<file path="config.mk">
export PLATFORM = sky130hd
export DESIGN_NAME = lr_ctrl
export DESIGN_NICKNAME = d
export VERILOG_FILES = /design/src/rtl/lr_pkg.sv /design/src/rtl/lr_ctrl.sv
export VERILOG_INCLUDE_DIRS = /design/src /design/src/rtl
export SDC_FILE = /design/constraint.sdc
export NUM_CORES = 1
export LEC_CHECK = 0
export ABC_AREA = 1
export BUFFER_PORTS_ARGS = -buffer_cell sky130_fd_sc_hd__buf_4
export CAP_MARGIN = 25
export CORE_AREA = 5 5 42 44
export DETAILED_ROUTE_END_ITERATION = 10
export DIE_AREA = 0 0 47 49
export PLACE_DENSITY = 0.46
export SETUP_SLACK_MARGIN = 0.05
export SYNTH_ARGS = -nofsm -noshare
export SYNTH_HDL_FRONTEND = slang
export SYNTH_SLANG_ARGS = --single-unit
</file>
<file path="constraint.sdc">
create_clock -name clk_i -period 2.9 [get_ports clk_i]
set_input_delay 0.435 -clock clk_i [delete_from_list [all_inputs] [get_ports clk_i]]
set_output_delay 0.435 -clock clk_i [all_outputs]
set_load 0.01 [all_outputs]
</file>
<file path="src/rtl/legendre_recurrence_defines.svh">
// assertion macros shared by the legendre recurrence rtl
`ifndef LEGENDRE_RECURRENCE_DEFINES_SVH
`define LEGENDRE_RECURRENCE_DEFINES_SVH

// same-cycle implication, clocked on clk_i, off during reset
`define LR_ASSERT_SAME(lbl, ante, cons, msg) \
  lbl: assert property (@(posedge clk_i) disable iff (!rst_ni) (ante) |-> (cons)) \
    else $error(msg);

// next-cycle implication, clocked on clk_i, off during reset
`define LR_ASSERT_NEXT(lbl, ante, cons, msg) \
  lbl: assert property (@(posedge clk_i) disable iff (!rst_ni) (ante) |=> (cons)) \
    else $error(msg);

`endif

</file>
<file path="src/rtl/lr_pkg.sv">
// shared types, constants and reciprocal table for the legendre recurrence
package lr_pkg;

  localparam int PolyW    = 18;               // signed q1.16 value width
  localparam int OrdW     = 5;                // order field width
  localparam int RecipW   = 20;               // reciprocal fraction bits
  localparam int LoW      = 20;               // low slice of the numerator
  localparam int NumW     = 41;               // numerator width, q32
  localparam int MulW     = 21;               // shared multiplier operand width
  localparam int XpW      = 36;               // x * p1 product width
  localparam int T2W      = PolyW + OrdW + 1; // (l-1) * p2 width
  localparam int FracShift = RecipW + 16;     // q52 to q16

  localparam logic signed [PolyW-1:0] ONE_Q16 = 18'sd65536;
  localparam logic signed [63:0] RoundBias = 64'sd1 <<< (FracShift - 1);

  // round(2^20 / l), halves up; entries for orders zero and one are unused
  localparam logic [RecipW-1:0] RECIP_TABLE [2**OrdW] = '{
    20'd0,      20'd0,      20'd524288, 20'd349525,
    20'd262144, 20'd209715, 20'd174763, 20'd149797,
    20'd131072, 20'd116508, 20'd104858, 20'd95325,
    20'd87381,  20'd80660,  20'd74898,  20'd69905,
    20'd65536,  20'd61681,  20'd58254,  20'd55188,
    20'd52429,  20'd49932,  20'd47663,  20'd45590,
    20'd43691,  20'd41943,  20'd40330,  20'd38836,
    20'd37449,  20'd36158,  20'd34953,  20'd33825
  };

  typedef enum logic [2:0] {
    ST_IDLE,
    ST_P0,
    ST_P1,
    ST_XP,
    ST_NUM,
    ST_LO,
    ST_HI,
    ST_FIN
  } ctrl_state_e;

  typedef enum logic [3:0] {
    OP_NONE,
    OP_LOAD,
    OP_EMIT_ONE,
    OP_EMIT_X,
    OP_MUL_XP,
    OP_FORM_NUM,
    OP_MUL_LO,
    OP_MUL_HI,
    OP_EMIT_STEP
  } dp_op_e;

  typedef struct packed {
    dp_op_e op;
  } cmd_t;

  typedef struct packed {
    logic out_free;  // output register can take a value this cycle
    logic is_last;   // current order equals the order limit
  } status_t;

endpackage

</file>
<file path="src/rtl/lr_ctrl.sv">
// sequencing state machine for the legendre recurrence
`include "legendre_recurrence_defines.svh"

module lr_ctrl (
  input  logic            clk_i,
  input  logic            rst_ni,
  input  logic            in_valid_i,
  output logic            in_stall_o,
  input  lr_pkg::status_t sts_i,
  output lr_pkg::cmd_t    cmd_o
);

  lr_pkg::ctrl_state_e state_q, state_d;

  always_ff @(posedge clk_i or negedge rst_ni) begin
    if (!rst_ni) begin
      state_q <= lr_pkg::ST_IDLE;
    end else begin
      state_q <= state_d;
    end
  end

  // next state
  always_comb begin
    state_d = state_q;
    unique case (state_q)
      lr_pkg::ST_IDLE: begin
        if (in_valid_i) state_d = lr_pkg::ST_P0;
      end
      lr_pkg::ST_P0: begin
        if (sts_i.out_free) state_d = sts_i.is_last ? lr_pkg::ST_IDLE : lr_pkg::ST_P1;
      end
      lr_pkg::ST_P1: begin
        if (sts_i.out_free) state_d = sts_i.is_last ? lr_pkg::ST_IDLE : lr_pkg::ST_XP;
      end
      lr_pkg::ST_XP:  state_d = lr_pkg::ST_NUM;
      lr_pkg::ST_NUM: state_d = lr_pkg::ST_LO;
      lr_pkg::ST_LO:  state_d = lr_pkg::ST_HI;
      lr_pkg::ST_HI:  state_d = lr_pkg::ST_FIN;
      lr_pkg::ST_FIN: begin
        if (sts_i.out_free) state_d = sts_i.is_last ? lr_pkg::ST_IDLE : lr_pkg::ST_XP;
      end
      default: state_d = lr_pkg::ST_IDLE;
    endcase
  end

  // commands
  always_comb begin
    cmd_o.op = lr_pkg::OP_NONE;
    unique case (state_q)
      lr_pkg::ST_IDLE: if (in_valid_i) cmd_o.op = lr_pkg::OP_LOAD;
      lr_pkg::ST_P0:   if (sts_i.out_free) cmd_o.op = lr_pkg::OP_EMIT_ONE;
      lr_pkg::ST_P1:   if (sts_i.out_free) cmd_o.op = lr_pkg::OP_EMIT_X;
      lr_pkg::ST_XP:   cmd_o.op = lr_pkg::OP_MUL_XP;
      lr_pkg::ST_NUM:  cmd_o.op = lr_pkg::OP_FORM_NUM;
      lr_pkg::ST_LO:   cmd_o.op = lr_pkg::OP_MUL_LO;
      lr_pkg::ST_HI:   cmd_o.op = lr_pkg::OP_MUL_HI;
      lr_pkg::ST_FIN:  if (sts_i.out_free) cmd_o.op = lr_pkg::OP_EMIT_STEP;
      default:         cmd_o.op = lr_pkg::OP_NONE;
    endcase
  end

  assign in_stall_o = (state_q != lr_pkg::ST_IDLE);

  `LR_ASSERT_NEXT(a_accept_starts, state_q == lr_pkg::ST_IDLE && in_valid_i, state_q == lr_pkg::ST_P0, "accepted item did not start at order zero")
  `LR_ASSERT_NEXT(a_step_loops, state_q == lr_pkg::ST_FIN && sts_i.out_free && !sts_i.is_last, state_q == lr_pkg::ST_XP, "recurrence did not continue to the next order")
  `LR_ASSERT_NEXT(a_emit_waits, (state_q == lr_pkg::ST_P0 || state_q == lr_pkg::ST_P1 || state_q == lr_pkg::ST_FIN) && !sts_i.out_free, state_q == $past(state_q), "emit state left while output was blocked")

endmodule

</file>
# == Yosys cells after proc, flatten, opt, wreduce, memory -nomap -nowiden ==
# Cells that the tools add are included.
# word_totals
ff_bits,3
inputBits,5
output_inout_bits,5
elab_cells,26
# op_classes
n_eq_ne,10
muxes,11
reduce_logical,4
# ops
cell,count
$pmux 4 s8,1
$pmux 3 s7,1
$eq 3x3->1 const B,4
$mux 3,3
$mux 2,4
$eq 3x2->1 const B,2
$mux 4,1
$ne 2x2->1 const B,2
$eq 3x1->1 const B,1
$logic_not 3->1,1
$reduce_and 3->1,1
$reduce_bool 3->1,1
$ne 2x1->1 const B,1
$reduce_or 2->1,1
$mux 1,1

# == Depth between registers and ports, before layout ==
# logic_depth
ltp_word,4
depth_mapped,8
mapped_depth_nobuf,7

# == Worst setup path after synthesis ==
# No wires, ideal clock.
# synth_path
path_type,reg2out
startpoint,register state_q[1]
endpoint,output cmd_o[0] in the netlist's numbering
arrival_ps,1042
required_ps,2465
setup_slack_ps,1423
path_stages_with_launch,6
n_path_buf,1
path_cell_list,dfrtp_1 > buf_6 > nor2_8 > nand2_4 > or2_4 > o21a_1
# synth_lines
element,line,rtl
start: declaration,lr_ctrl.sv:13,"lr_pkg::ctrl_state_e state_q, state_d;"
start signal: assignment,lr_ctrl.sv:17,state_q <= lr_pkg::ST_IDLE;
start signal: assignment,lr_ctrl.sv:19,state_q <= state_d;
end: declaration,lr_ctrl.sv:10,output lr_pkg::cmd_t cmd_o

==> results.yml <==
status:
  status: "complete, no violations"
final_layout:
  reg_top3: "state_q: 3 flops"
  seqCellArea_um2: 75.1
  regMostFlops: "state_q"
  nets: 65
  final_common_cell: "nand2_1"
  multi_input_comb_area_um2: 178
  largest_reg_flops: 3
  nFillCells: 166
  final_cell_mix: "14 x nand2_1, 11 x nand3_1, 9 x buf_4, 6 x inv_1"
  drive_gt1_share_pct: 30.5
  diodes: 0
  syn2layout_area_growth_pct: 33.2
grt:
  grt_max_degree: 9
  antenna_found_initial: 0
  grt_pass1_wl_mm: 1.21
  grt_use_total_pct: 7.61
  grt_pass1_vias: 265
  overflow: 0
critical_path:
  max_stage_delay_ns: 0.51
  cp-end-kind: "output pin"
  cp_num_buf_inv: 1
  setup.worst_path.class: "reg -> out"
  cp.arrival_ns: 1.48
  cp_max_fo: 8
  crit_family: "flip-flops"
  r2r_setup_slack_ns: 1.62
  reg2reg_from: "state_q[1]"
  start_kind: "flip-flop"
  slowest_stage: "dfrtp_1"
  worstPathCellList: "nor2_8, nand2_4, or2_4, o21a_1, buf_4"
  r2r_cells: 6
  cp.required_ns: 2.47
  r2r-end: "state_q[1]"
power_and_ir_drop:
  leakage_nw: 0.235
  pwr-share-seq_pct: 25.1
  clkPwrFrac_pct: 14.5
  switching_share_pct: 48.9
  finalPower_mw: 0.507
  pwr_density_cell_nw_per_um2: 1250
  combPwrFrac_pct: 60.4
  p_int_mw: 0.259
  peakVddDrop_uv: 428
  power_switching_mw: 0.248
sta:
  slew_viol_final: 0
  finalHoldViolCount: 0
  setup_viol: 0
  max_freq_mhz: 522
  rsz0062_at_grt: "false"
  slew_headroom_pct: 73.4
  skew_ns: 0.00536
  worstMarginPinSlew_ns: 0.400
  finalCritPeriodShare_pct: 66.0
  post-route-min-period_ns: 1.91
  tns_ns: 0
logic_synthesis:
  syn_inst: 47
  syn_area_um2: 305
  synth_area_leader_cell: "dfrtp_1"
  yosysUniqueCellTypes: 13
  yosysTopAreaCellShare_pct: 24.6
  syn_nets: 52
  synthTopCellsByArea: "dfrtp_1 25%, nand3_1 18%, nand2_1 17%"
  synth.avg_cell_area_um2: 6.50
  synth.yosys.seq_area_share_pct: 24.6
  yosys_warnings: 0
  ys_ff_latch: 3
clock_network:
  tritoncts: "built"
  cts_hold_buf: 1
  cts.repair.resized: 0
  cts_num_sinks: 3
  h-tree-depth: 1
  numCtsBuffers: 3
  clockBufferDepth: 2
  path_clk_slew_ns: 0.04
  post-cts-setup-buffers: 0
  cts-root-buf: "clkbuf_4"
  clk_latency_ns: 0.23
routing:
  wirelength_um: 691
  via_per_inst: 4.09
  wl_per_cell_um: 9.21
  drtAntennaViolNets: 0
  num_vias: 307
  drc: 0
  drtIter0Drc: 7
  dr.pass1.iters: 2
min_path:
  hold_path.class: "in -> async"
place:
  place_hpwl_um: 536
  gp_routability_congestion: 0.697
  port_buffers: 9
die:
  io_pins: 10
  die_w_um: 47
  die_y_um: 49
  core_um2: 1400
  initial_core_util_pct: 21.8
  design.die.area_um2: 2300
  rows: 14
run:
  drv_cap: 0
cell type report:
type / instances / area share, %
flip-flops and latches: 3 / 18.5
inverters: 8 / 7.38
well taps: 16 / 4.92
clock buffers: 4 / 6.46
multi-input cells: 34 / 43.7
repair buffers: 10 / 19.1
worst register-to-register path, cell delays in order, from the launching register on:
cell	delay, ns
dfrtp_1	0.51
nor2_8	0.19
nand2_4	0.07
or2_4	0.24
nand2_2	0.08
nand2_1	0.05
nand2_1	0.07
power groups by stage:
stage / combinational, mW / sequential, mW / clock (mW)
after global routing: 0.352 / 0.133 / 0.0859
after floorplan: 0.281 / 0.0807 / 0
after global placement: 0.312 / 0.129 / 0
final: 0.306 / 0.127 / 0.0734
after CTS: 0.311 / 0.127 / 0.0768
after detailed placement: 0.307 / 0.127 / 0
routing by layer:
layer	global-route usage, %	share of wire [%]	up-vias
met5	0	0	-
met4	5.53	0	0
met3	4.43	4.6	0
met2	7.69	41	10
met1	11.0	55	126
li1	-	-	171
worst max path at each step:
stage                          end  depth (start not counted)  startpoint
after floorplan           cmd_o[0]                          5  state_q[1]
after global routing      cmd_o[0]                          5  state_q[1]
final                     cmd_o[0]                          5  state_q[1]
after CTS                 cmd_o[0]                          5  state_q[1]
after global placement    cmd_o[0]                          5  state_q[1]
after detailed placement  cmd_o[0]                          5  state_q[1]
cells by family (layout without fill, tap and decap cells):
kind of cell           count (synthesis)  after routing  share of synthesized area, %
AND/OR/NAND/NOR                       33             33                          55.7
buffers and inverters                 10             22                          17.2
flip-flops                             3              3                          24.6
AO/OA/AOI/OAI                          1              1                          2.46
synth_stat cells:
| cell | count |
|---|---|
| dfrtp_1 | 3 |
| nor2_8 | 1 |
| inv_1 | 6 |
| nand3_1 | 11 |
| inv_2 | 2 |
| buf_6 | 2 |
| nor3_1 | 1 |
| nor2_1 | 3 |
| nand2_1 | 14 |
| nand2_4 | 1 |
| nand2_2 | 1 |
| or2_4 | 1 |
| o21a_1 | 1 |
per-stage QoR:
| step | util, % | setup WS (ns) | cell area (um2) | std cells | hold slack [ns] |
|---|---|---|---|---|---|
| 4_1_cts | 29.0 | 0.981 | 407 | 75 | 0.521 |
| 5_1_grt | 29.0 | 0.906 | 407 | 75 | 0.516 |
| 3_5_place_dp | 26.4 | 1.24 | 370 | 70 | 0.230 |
| 6_report | 29.0 | 0.985 | 407 | 75 | 0.528 |
| 3_3_place_gp | 26.4 | 1.24 | 370 | 70 | 0.226 |
| 2_1_floorplan | - | 1.42 | 305 | 47 | 0.139 |
No activity file was read; power rests on OpenSTA's default activity.
